## src/rtl/request_timeout_table_core_assert.svh

```systemverilog
// Assertion macros for the request timeout table; clocked on clk, off during reset.
`ifndef REQUEST_TIMEOUT_TABLE_CORE_ASSERT_SVH
`define REQUEST_TIMEOUT_TABLE_CORE_ASSERT_SVH

// Hold cons in the same cycle as ante.
`define RTT_ASSERT_SAME(lbl, ante, cons, msg) \
  lbl: assert property (@(posedge clk) disable iff (!rst_n) (ante) |-> (cons)) \
    else $error(msg);

// Hold cons in the cycle after ante.
`define RTT_ASSERT_NEXT(lbl, ante, cons, msg) \
  lbl: assert property (@(posedge clk) disable iff (!rst_n) (ante) |=> (cons)) \
    else $error(msg);

`endif

```

## src/rtl/rtt_pkg.sv

```systemverilog
`timescale 1ns / 1ps
package rtt_pkg;

  localparam int ENTRIES   = 16;
  localparam int TAG_BITS  = 8;
  localparam int ADDR_W    = $clog2(ENTRIES);
  localparam int FUNC_W    = 2;
  localparam int IN_TAG_W  = 8;
  localparam int OUT_TAG_W = 8;
  localparam int TMO_W     = 16;
  localparam int TS_W      = 32;
  localparam int CNT_W     = 32;
  localparam int KIND_W    = 3;

  localparam logic [FUNC_W-1:0] FUNC_START = 2'd0;
  localparam logic [FUNC_W-1:0] FUNC_STOP  = 2'd1;
  localparam logic [FUNC_W-1:0] FUNC_TICK  = 2'd2;
  localparam logic [FUNC_W-1:0] FUNC_NOP   = 2'd3;

  localparam logic [KIND_W-1:0] KIND_STARTED   = 3'd0;
  localparam logic [KIND_W-1:0] KIND_DUPLICATE = 3'd1;
  localparam logic [KIND_W-1:0] KIND_FULL      = 3'd2;
  localparam logic [KIND_W-1:0] KIND_STOPPED   = 3'd3;
  localparam logic [KIND_W-1:0] KIND_NOT_FOUND = 3'd4;
  localparam logic [KIND_W-1:0] KIND_EXPIRED   = 3'd5;

  typedef struct packed {
    logic [TAG_BITS-1:0] tag;
    logic [TS_W-1:0]     start;
    logic [TMO_W-1:0]    timeout;
  } rtt_entry_t;

  typedef struct packed {
    logic              we;
    logic [ADDR_W-1:0] waddr;
    rtt_entry_t        wdata;
    logic [ADDR_W-1:0] raddr;
  } rtt_mem_req_t;

  typedef struct packed {
    logic                 vld;
    logic [KIND_W-1:0]    kind;
    logic [OUT_TAG_W-1:0] tag;
    logic [TS_W-1:0]      latency;
    logic [CNT_W-1:0]     count;
    logic                 expired;
    logic                 last;
  } rtt_res_t;

  function automatic logic [TAG_BITS-1:0] tag_from_in(input logic [IN_TAG_W-1:0] t);
    logic [15:0] w;
    w = 16'(t);
    return w[TAG_BITS-1:0];
  endfunction

  function automatic logic [OUT_TAG_W-1:0] tag_to_out(input logic [TAG_BITS-1:0] t);
    logic [15:0] w;
    w = 16'(t);
    return w[OUT_TAG_W-1:0];
  endfunction

endpackage

```

## src/rtl/request_timeout_table_core.sv

```systemverilog
// After the accepting edge the sequencer scans every entry, drains, then drives
// the final result beat from the finish state; the outputs register it. A start
// is ignored while busy. Each item reads every entry of the entry memory (one read,
// one write port) once, one entry per cycle, then decides; a START may write one.
// A tick emits its expired beats during scan and drain, the final beat after it.
// Reset (synchronous, rst_n low) clears all valid bits, the tick and completed counters.
`timescale 1ns / 1ps
`include "request_timeout_table_core_assert.svh"
module request_timeout_table_core (
  input  logic                            clk,
  input  logic                            rst_n,
  input  logic                            start,
  output logic                            busy,
  input  logic [rtt_pkg::FUNC_W-1:0]      in_func,
  input  logic [rtt_pkg::IN_TAG_W-1:0]    in_tag,
  input  logic [rtt_pkg::TMO_W-1:0]       in_timeout_ticks,
  output logic                            out_valid,
  output logic [rtt_pkg::KIND_W-1:0]      out_kind,
  output logic [rtt_pkg::OUT_TAG_W-1:0]   out_tag_res,
  output logic [rtt_pkg::TS_W-1:0]        out_latency,
  output logic [rtt_pkg::CNT_W-1:0]       out_completed_count,
  output logic                            out_expired,
  output logic                            out_last
);
  import rtt_pkg::*;

  rtt_mem_req_t mem_req;
  rtt_entry_t   mem_rdata;
  rtt_res_t     res;

  logic                 out_valid_r;
  logic [KIND_W-1:0]    out_kind_r;
  logic [OUT_TAG_W-1:0] out_tag_r;
  logic [TS_W-1:0]      out_latency_r;
  logic [CNT_W-1:0]     out_count_r;
  logic                 out_expired_r;
  logic                 out_last_r;

  rtt_seq u_seq (
    .clk              (clk),
    .rst_n            (rst_n),
    .start            (start),
    .in_func          (in_func),
    .in_tag           (in_tag),
    .in_timeout_ticks (in_timeout_ticks),
    .busy             (busy),
    .mem_req          (mem_req),
    .mem_rdata        (mem_rdata),
    .res              (res)
  );

  rtt_entry_mem u_mem (
    .clk   (clk),
    .req   (mem_req),
    .rdata (mem_rdata)
  );

  always_ff @(posedge clk) begin
    if (!rst_n) begin
      out_valid_r <= 1'b0;
    end else begin
      out_valid_r <= res.vld;
    end
  end

  // hold the payload between beats
  always_ff @(posedge clk) begin
    if (res.vld) begin
      out_kind_r    <= res.kind;
      out_tag_r     <= res.tag;
      out_latency_r <= res.latency;
      out_count_r   <= res.count;
      out_expired_r <= res.expired;
      out_last_r    <= res.last;
    end
  end

  assign out_valid           = out_valid_r;
  assign out_kind            = out_kind_r;
  assign out_tag_res         = out_tag_r;
  assign out_latency         = out_latency_r;
  assign out_completed_count = out_count_r;
  assign out_expired         = out_expired_r;
  assign out_last            = out_last_r;

  `RTT_ASSERT_SAME(a_run_open_busy, out_valid_r && !out_last_r, busy, "run open while idle")
  `RTT_ASSERT_NEXT(a_last_gap, out_valid_r && out_last_r, !out_valid_r, "beat after last")
  `RTT_ASSERT_SAME(a_expired_kind, out_valid_r && out_expired_r, out_kind_r == KIND_EXPIRED,
                   "expired beat with wrong kind")

endmodule

```

## src/rtl/rtt_entry_mem.sv

```systemverilog
`timescale 1ns / 1ps
module rtt_entry_mem (
  input  logic                 clk,
  input  rtt_pkg::rtt_mem_req_t req,
  output rtt_pkg::rtt_entry_t   rdata
);
  import rtt_pkg::*;

  rtt_entry_t mem_r [ENTRIES];
  rtt_entry_t rdata_r;

  always_ff @(posedge clk) begin
    if (req.we) begin
      mem_r[req.waddr] <= req.wdata;
    end
    rdata_r <= mem_r[req.raddr];
  end

  assign rdata = rdata_r;

endmodule

```

## src/rtl/rtt_seq.sv

```systemverilog
`timescale 1ns / 1ps
module rtt_seq (
  input  logic                          clk,
  input  logic                          rst_n,
  input  logic                          start,
  input  logic [rtt_pkg::FUNC_W-1:0]    in_func,
  input  logic [rtt_pkg::IN_TAG_W-1:0]  in_tag,
  input  logic [rtt_pkg::TMO_W-1:0]     in_timeout_ticks,
  output logic                          busy,
  output rtt_pkg::rtt_mem_req_t         mem_req,
  input  rtt_pkg::rtt_entry_t           mem_rdata,
  output rtt_pkg::rtt_res_t             res
);
  import rtt_pkg::*;

  typedef enum logic [3:0] {
    ST_IDLE   = 4'b0001,
    ST_SCAN   = 4'b0010,
    ST_DRAIN  = 4'b0100,
    ST_FINISH = 4'b1000
  } rtt_state_t;

  localparam logic [ADDR_W-1:0] LAST_IDX = ADDR_W'(ENTRIES - 1);

  rtt_state_t          state_r, state_nxt;
  logic [FUNC_W-1:0]   func_r, func_nxt;
  logic [TAG_BITS-1:0] tag_r, tag_nxt;
  logic [TMO_W-1:0]    tmo_r, tmo_nxt;
  logic [TS_W-1:0]     now_r, now_nxt;
  logic [CNT_W-1:0]    done_r, done_nxt;
  logic [ENTRIES-1:0]  valid_r, valid_nxt;
  logic [ADDR_W-1:0]   scan_idx_r, scan_idx_nxt;
  logic                rd_vld_r, rd_vld_nxt;
  logic [ADDR_W-1:0]   rd_idx_r, rd_idx_nxt;
  logic                found_r, found_nxt;
  logic [ADDR_W-1:0]   found_idx_r, found_idx_nxt;
  logic [TS_W-1:0]     found_start_r, found_start_nxt;
  logic                free_r, free_nxt;
  logic [ADDR_W-1:0]   free_idx_r, free_idx_nxt;
  logic                pend_r, pend_nxt;
  logic [TAG_BITS-1:0] pend_tag_r, pend_tag_nxt;

  logic            hit;
  logic [TS_W-1:0] elapsed;
  logic            over;

  assign hit     = rd_vld_r && valid_r[rd_idx_r];
  assign elapsed = now_r - mem_rdata.start;
  assign over    = elapsed > TS_W'(mem_rdata.timeout);
  assign busy    = (state_r != ST_IDLE);

  always_comb begin
    state_nxt       = state_r;
    func_nxt        = func_r;
    tag_nxt         = tag_r;
    tmo_nxt         = tmo_r;
    now_nxt         = now_r;
    done_nxt        = done_r;
    valid_nxt       = valid_r;
    scan_idx_nxt    = scan_idx_r;
    rd_vld_nxt      = 1'b0;
    rd_idx_nxt      = scan_idx_r;
    found_nxt       = found_r;
    found_idx_nxt   = found_idx_r;
    found_start_nxt = found_start_r;
    free_nxt        = free_r;
    free_idx_nxt    = free_idx_r;
    pend_nxt        = pend_r;
    pend_tag_nxt    = pend_tag_r;
    mem_req         = '0;
    mem_req.raddr   = scan_idx_r;
    res             = '0;

    // evaluate the entry read in the previous cycle
    if (rd_vld_r) begin
      if (func_r == FUNC_TICK) begin
        if (hit && over) begin
          valid_nxt[rd_idx_r] = 1'b0;
          if (pend_r) begin
            res.vld     = 1'b1;
            res.kind    = KIND_EXPIRED;
            res.tag     = tag_to_out(pend_tag_r);
            res.expired = 1'b1;
            res.last    = 1'b0;
          end
          pend_nxt     = 1'b1;
          pend_tag_nxt = mem_rdata.tag;
        end
      end else begin
        if (hit && (mem_rdata.tag == tag_r) && !found_r) begin
          found_nxt       = 1'b1;
          found_idx_nxt   = rd_idx_r;
          found_start_nxt = mem_rdata.start;
        end
        if (!valid_r[rd_idx_r] && !free_r) begin
          free_nxt     = 1'b1;
          free_idx_nxt = rd_idx_r;
        end
      end
    end

    unique case (state_r)
      ST_IDLE: begin
        if (start && (in_func != FUNC_NOP)) begin
          func_nxt     = in_func;
          tag_nxt      = tag_from_in(in_tag);
          tmo_nxt      = in_timeout_ticks;
          scan_idx_nxt = '0;
          found_nxt    = 1'b0;
          free_nxt     = 1'b0;
          pend_nxt     = 1'b0;
          if (in_func == FUNC_TICK) begin
            now_nxt = now_r + 1'b1;
          end
          state_nxt = ST_SCAN;
        end
      end
      ST_SCAN: begin
        rd_vld_nxt = 1'b1;
        rd_idx_nxt = scan_idx_r;
        if (scan_idx_r == LAST_IDX) begin
          state_nxt = ST_DRAIN;
        end else begin
          scan_idx_nxt = scan_idx_r + 1'b1;
        end
      end
      ST_DRAIN: begin
        state_nxt = ST_FINISH;
      end
      ST_FINISH: begin
        state_nxt = ST_IDLE;
        res.vld   = 1'b1;
        res.last  = 1'b1;
        case (func_r)
          FUNC_START: begin
            res.tag = tag_to_out(tag_r);
            if (found_r) begin
              res.kind = KIND_DUPLICATE;
            end else if (free_r) begin
              mem_req.we            = 1'b1;
              mem_req.waddr         = free_idx_r;
              mem_req.wdata.tag     = tag_r;
              mem_req.wdata.start   = now_r;
              mem_req.wdata.timeout = tmo_r;
              valid_nxt[free_idx_r] = 1'b1;
              res.kind              = KIND_STARTED;
            end else begin
              res.kind = KIND_FULL;
            end
          end
          FUNC_STOP: begin
            res.tag = tag_to_out(tag_r);
            if (found_r) begin
              done_nxt               = done_r + 1'b1;
              valid_nxt[found_idx_r] = 1'b0;
              res.kind               = KIND_STOPPED;
              res.latency            = now_r - found_start_r;
              res.count              = done_r + 1'b1;
            end else begin
              res.kind = KIND_NOT_FOUND;
            end
          end
          FUNC_TICK: begin
            res.kind = KIND_EXPIRED;
            if (pend_r) begin
              res.tag     = tag_to_out(pend_tag_r);
              res.expired = 1'b1;
            end
          end
          default: begin
            res.vld = 1'b0;
          end
        endcase
      end
      default: begin
        state_nxt = ST_IDLE;
      end
    endcase
  end

  always_ff @(posedge clk) begin
    if (!rst_n) begin
      state_r  <= ST_IDLE;
      now_r    <= '0;
      done_r   <= '0;
      valid_r  <= '0;
      rd_vld_r <= 1'b0;
      found_r  <= 1'b0;
      free_r   <= 1'b0;
      pend_r   <= 1'b0;
    end else begin
      state_r  <= state_nxt;
      now_r    <= now_nxt;
      done_r   <= done_nxt;
      valid_r  <= valid_nxt;
      rd_vld_r <= rd_vld_nxt;
      found_r  <= found_nxt;
      free_r   <= free_nxt;
      pend_r   <= pend_nxt;
    end
  end

  always_ff @(posedge clk) begin
    func_r        <= func_nxt;
    tag_r         <= tag_nxt;
    tmo_r         <= tmo_nxt;
    scan_idx_r    <= scan_idx_nxt;
    rd_idx_r      <= rd_idx_nxt;
    found_idx_r   <= found_idx_nxt;
    found_start_r <= found_start_nxt;
    free_idx_r    <= free_idx_nxt;
    pend_tag_r    <= pend_tag_nxt;
  end

endmodule
```

## config.mk

```make
export PLATFORM = sky130hd
export DESIGN_NAME = request_timeout_table_core
export DESIGN_NICKNAME = d
export VERILOG_FILES = /design/src/rtl/rtt_pkg.sv /design/src/rtl/request_timeout_table_core.sv /design/src/rtl/rtt_entry_mem.sv /design/src/rtl/rtt_seq.sv
export VERILOG_INCLUDE_DIRS = /design/src /design/src/rtl
export SDC_FILE = /design/constraint.sdc
export NUM_CORES = 1
export LEC_CHECK = 0
export BUFFER_PORTS_ARGS = -buffer_cell sky130_fd_sc_hd__buf_2
export CORE_ASPECT_RATIO = 1.75
export CORE_MARGIN = 10
export CORE_UTILIZATION = 60
export CTS_BUF_LIST = sky130_fd_sc_hd__clkbuf_8
export DETAILED_ROUTE_END_ITERATION = 6
export PLACE_DENSITY = 0.74
export SLEW_MARGIN = 20
export SYNTH_ARGS = -nofsm -noshare
export SYNTH_HDL_FRONTEND = slang
export SYNTH_HIERARCHICAL = 1
export SYNTH_SLANG_ARGS = --single-unit
export TNS_END_PERCENT = 30
```

## constraint.sdc

```tcl
create_clock -name clk -period 8.1 [get_ports clk]
set_input_delay 1.215 -clock clk [delete_from_list [all_inputs] [get_ports clk]]
set_output_delay 1.215 -clock clk [all_outputs]
set_load 0.01 [all_outputs]
```

* Word level (Yosys, flattened, before mapping)
Memory sizes are Yosys's and may differ from the RTL's. A register that Yosys moved wholly into a read port is not among the register bits. Index checks and enable logic that the tools add are counted.
Cells by class: reductions and logical operators 23, equality and inequality tests 14, add/sub/neg operators 5, magnitude comparators 7, multiplexer cells 63, bitwise operators 6
Operators with widths (count):
- 2-to-1 mux 61 bit | 4
- 2-to-1 mux 64 bit | 2
- 2-to-1 mux 16 bit | 7
- 2-to-1 mux 78 bit | 1
- adder 32 x 1 -> 32 bit (second input constant) | 2
- subtractor 32 bit | 2
- 2-to-1 mux 12 bit | 4
- case mux 11 bit (3 select lines) | 1
- bitwise AND 16 bit | 2
- > comparator 32 x 16 -> 1 bit | 1
- NOT 16 bit | 2
- case mux 16 bit (2 select lines) | 1
- 2-to-1 mux 1 bit | 25
- AND reduction 3 bit | 6
- 2-to-1 mux 4 bit | 4
- bitwise OR 16 bit | 1
- < comparator 4 x 5 -> 1 bit (second input constant) | 3
- demux 1 bit (select 4 bit) | 3
- greater-or-equal comparator 4 x 1 -> 1 bit (second input constant) | 3
- 2-to-1 mux 2 bit | 6
- case mux 4 bit (3 select lines) | 1
- logical AND 1 bit | 9
- equality test 4 bit (second input constant) | 2
- equality test 8 bit | 1
- 19 further kinds | 25
Word-level totals: memory bits (writable) 896, input bits 29, register bits after elaboration 248, output and inout bits 79, memories 1, logic and storage cells 143
Memory list:
- u_mem.mem_r | words 16, bits a word 56, read ports 1, clocked after memory_dff 1, write ports 1, line rtt_entry_mem.sv:9 | rtt_entry_t mem_r [ENTRIES];

* Depth between registers and ports, before layout
word-level depth 14, gate-level depth with buffers 22, gate-level depth less buffers 22

* By module
Netlist, hierarchy kept.
By module, submodules not included:
- rtt_entry_mem | sequential area each 28026.9 um^2, area each 34678.3 um^2, cells each 1445, instances 1
- rtt_seq | sequential area each 4184.0 um^2, area each 11898.9 um^2, cells each 1382, instances 1
- request_timeout_table_core | sequential area each 2332.2 um^2, area each 2338.5 um^2, cells each 79, instances 1

* Worst setup path before layout
OpenSTA, ideal clock, no wires.
path kind register -> register, start reg u_seq.state_r[0], end mem u_mem/mem_r[0][0] (netlist name), enable pin, slack 1.711 ns, arrival time 5.851 ns, buffers on the path 2, required time 7.561 ns, setup time 0.539 ns, stages on the path, launching flop included 9, clock period less this slack 6.389 ns, path through dfxtp_1 -> nor2_1 -> nand3b_1 -> nor2_1 -> and3_1 -> clkbuf_1 -> clkbuf_1 -> or3b_2 -> nor3_1
RTL lines:
- start: declaration | line rtt_seq.sv:25 | rtt_state_t state_r, state_nxt;
- start signal: assignment | line rtt_seq.sv:192 | state_r <= state_nxt;
- end: declaration | line rtt_entry_mem.sv:9

==> out/metrics.cfg <==
[synth]
syn-num-nets = 3018
avgSynthCellArea_sq_um = 16.83
ys_types = 69
synth-seq-cells = 1200
syn_area_sq_mm = 0.04892
synth-edff-count = 1051
synthCells = 2906
synth_seq_area_share_pct = 70.62
synthArstFlopShare_pct = 0
ys_warn_count = 6
synthFlopType = edfxtp_1

[critical_path]
critical_path.endpoint_type = flop
required_ns = 8.62
reg2reg_depth = 21
crit_start = u_seq/now_r[0]
critPathSlowestCell = a2111oi_4
critPathTopFamily = compound AO/OA/AOI/OAI gates
r2r_end = out_latency[5]
path_max_fanout = 52
critPathMaxStageDelay_ns = 0.59
path_cells = inv_1, ha_1, fa_1, nand2b_1, a21oi_1, o21a_1, nor3_1, xnor2_1, ha_1, a21oi_1, nand2_1, a221oi_1, a31oi_1, nor4_1, o211ai_1, nor4b_1, nand4_1, a2111oi_4, nor2_1, a31o_4, buf_4
start_kind = flop
path_class = flop to flop
path_buf_inv = 2
r2r_start = u_seq/now_r[0]
cp.arrival_ns = 7.11
r2r_slack_ns = 1.51

[sta]
fin_crit_sh_pct = 81.34
timing.final.ws_setup_ns = 1.511
rsz0062_at_grt = false
relSlewSlack_pct = 24.25
maxSlewViolCount = 0
period_minus_slack_ns = 6.589
clock-skew-final_ns = 0.03817
timing.fmax_ghz = 0.1518
whs_ns = 0.4320
worst_slew_pin_slew_ns = 1.136
setup_tns_ns = 0
hold_viol = 0
setup_viol = 0

[layout]
final_cell_mix = 1051 x edfxtp_1, 229 x mux4_2, 180 x clkbuf_8, 167 x inv_1, 151 x nand2_1
fill_cells = 5364
ff_latch_area_sq_mm = 0.03454
final_common_cell = edfxtp_1
drive_above_1_share_pct = 19.51
synthToLayoutAreaGrowth_pct = 10.19
multi_input_area_sq_mm = 0.01357
final_area_sq_mm = 0.05390
nets = 3207

[clock_network]
cts.sinks = 1200
cts-hold-fix-buffers = 0
cts_root_buf = clkbuf_8
clkLatencyLatePin_ns = 0.84
htree_levels = 4
path_clk_slew_ns = 0.07
cts_setup_buffers = 0
cts_resized = 0
cts_tree = yes
clockBufferDepth = 3
cts_made_buffers = 163

[drt]
postRouteWirelength_mm = 112.7
m1WireLength_mm = 41.81
drt_first_pass_iters = 6
drt-initial-drc-count = 2500
ant_nets = 0
vias = 26900
wl_per_cell_um = 26.31
drc = 0
routed.top_layer = met4
dr_wl_met3_mm = 7.700
wl_met2_mm = 59.97
via_per_inst = 6.277

[run_status]
outcome = complete, no violations

[floorplanning]
die_w_um = 235.8
dieArea_sq_mm = 0.09380
io_pins = 108
initial_core_util_pct = 60.53
dieHeight_um = 397.7
coreArea_sq_mm = 0.08081
rows = 138

[pwr]
power_uw = 11620
power.density_mw_per_mm2 = 215.6
power.leakage_uw = 0.01606
vdd_drop_max_mv = 0.1803

[placement]
portBuffers = 107
place_ws_ns = 1.539
placedInstanceArea_sq_mm = 0.05066
gp_congestion = 0.9297
hpwl_mm = 67.03

[global_routing]
grt_pass1_wl_mm = 171.4
grt_remaining_overflow = 0
grt_pass1_vias = 28290
grt_usage_pct = 24.16
antenna_found_initial = 2
grt_max_degree = 142

[job]
maxCapViolations = 0

[worst_hold_path]
holdPathEnd = u_seq/found_start_r[8]
whs_path_depth = 0
holdCritPathClass = flop to flop
worstHoldStart = u_mem/rdata[24]

metrics by stage:
stage          utilization (%)  instances
5_1_grt                  66.70       4285
3_3_place_gp             62.69       3980
3_5_place_dp             62.69       3980
4_1_cts                  66.70       4284
2_1_floorplan                -       2906
6_report                 66.70       4285
how the worst max path moves through the flow:
stage                                    to  cells past startpoint
detailed placement  out_completed_count[24]                     21
CTS                 out_completed_count[30]                     21
global placement             out_latency[8]                     19
floorplan                 u_mem/mem_r[0][0]                      8
global route                 out_latency[7]                     21
finish                       out_latency[5]                     21
metal layers:
layer	up-vias	GRT usage, %
li1	11760	-
met1	13810	29.30
met2	1095	42.69
met3	236	4.414
met4	0	8.677
met5	-	0
kinds of logic (layout without fill, tap and decap cells):
| family | count (synthesis) | in the layout | synth area share (%) |
|---|---|---|---|
| other | 0 | 1 | 0 |
| AO/OA/AOI/OAI | 400 | 400 | 5.632 |
| flip-flops | 1200 | 1200 | 70.62 |
| XOR/XNOR | 129 | 129 | 2.310 |
| multiplexers | 233 | 233 | 10.63 |
| adder cells (fa/ha/maj) | 83 | 83 | 2.154 |
| AND/OR/NAND/NOR | 641 | 641 | 6.666 |
| buffers and inverters | 220 | 548 | 1.993 |
cell usage after synthesis (15+ instances only):
cell type | n | area, sq um
a21oi_1 | 83 | 415.4
and3_1 | 33 | 206.5
nor3_1 | 23 | 115.1
nand2b_1 | 21 | 131.4
clkbuf_1 | 89 | 334.1
ha_1 | 81 | 1013
a21o_1 | 30 | 225.2
nand4_1 | 18 | 112.6
xor2_1 | 36 | 315.3
nand3_1 | 43 | 215.2
mux4_2 | 229 | 5157
buf_6 | 15 | 168.9
a22oi_1 | 112 | 840.8
dfxtp_1 | 149 | 2983
nand2_1 | 151 | 566.8
or3_1 | 26 | 162.7
edfxtp_1 | 1051 | 31560
xnor2_1 | 93 | 814.5
inv_1 | 97 | 364.1
nor2_1 | 140 | 525.5
o21ai_0 | 56 | 280.3
and2_1 | 123 | 769.5
nor2b_1 | 22 | 137.6
power breakdown:
part	internal (uW)	total, uW	switching [uW]
clock	2310	4500	2200
combinational	151	401	250
sequential	6680	6710	38.7
final cells by class:
class	instances	area share, %
clock buffer	180	4.596
antenna	1	0.004643
multi-input combinational	1486	25.17
sequential	1200	64.09
timing repair buffer	147	1.620
inverter	97	0.6755
tap	1050	2.437
clock inverter	124	1.414
flip-flops by register name, indices dropped and copies added (netlist names), 4 cells and up:
name                 cells
out_completed_count     32
out_latency             32
out_tag_res              8
u_mem/mem_r            896
u_mem/rdata             56
u_seq/done_r            32
u_seq/found_idx_r        4
u_seq/found_start_r     32
u_seq/free_idx_r         4
u_seq/now_r             32
u_seq/pend_tag_r         8
u_seq/rd_idx_nxt         4
u_seq/rd_idx_r           4
u_seq/state_r            4
u_seq/tag_r              8
u_seq/tmo_r             16
u_seq/valid_r           16
(Power assumes the default switching activity.)
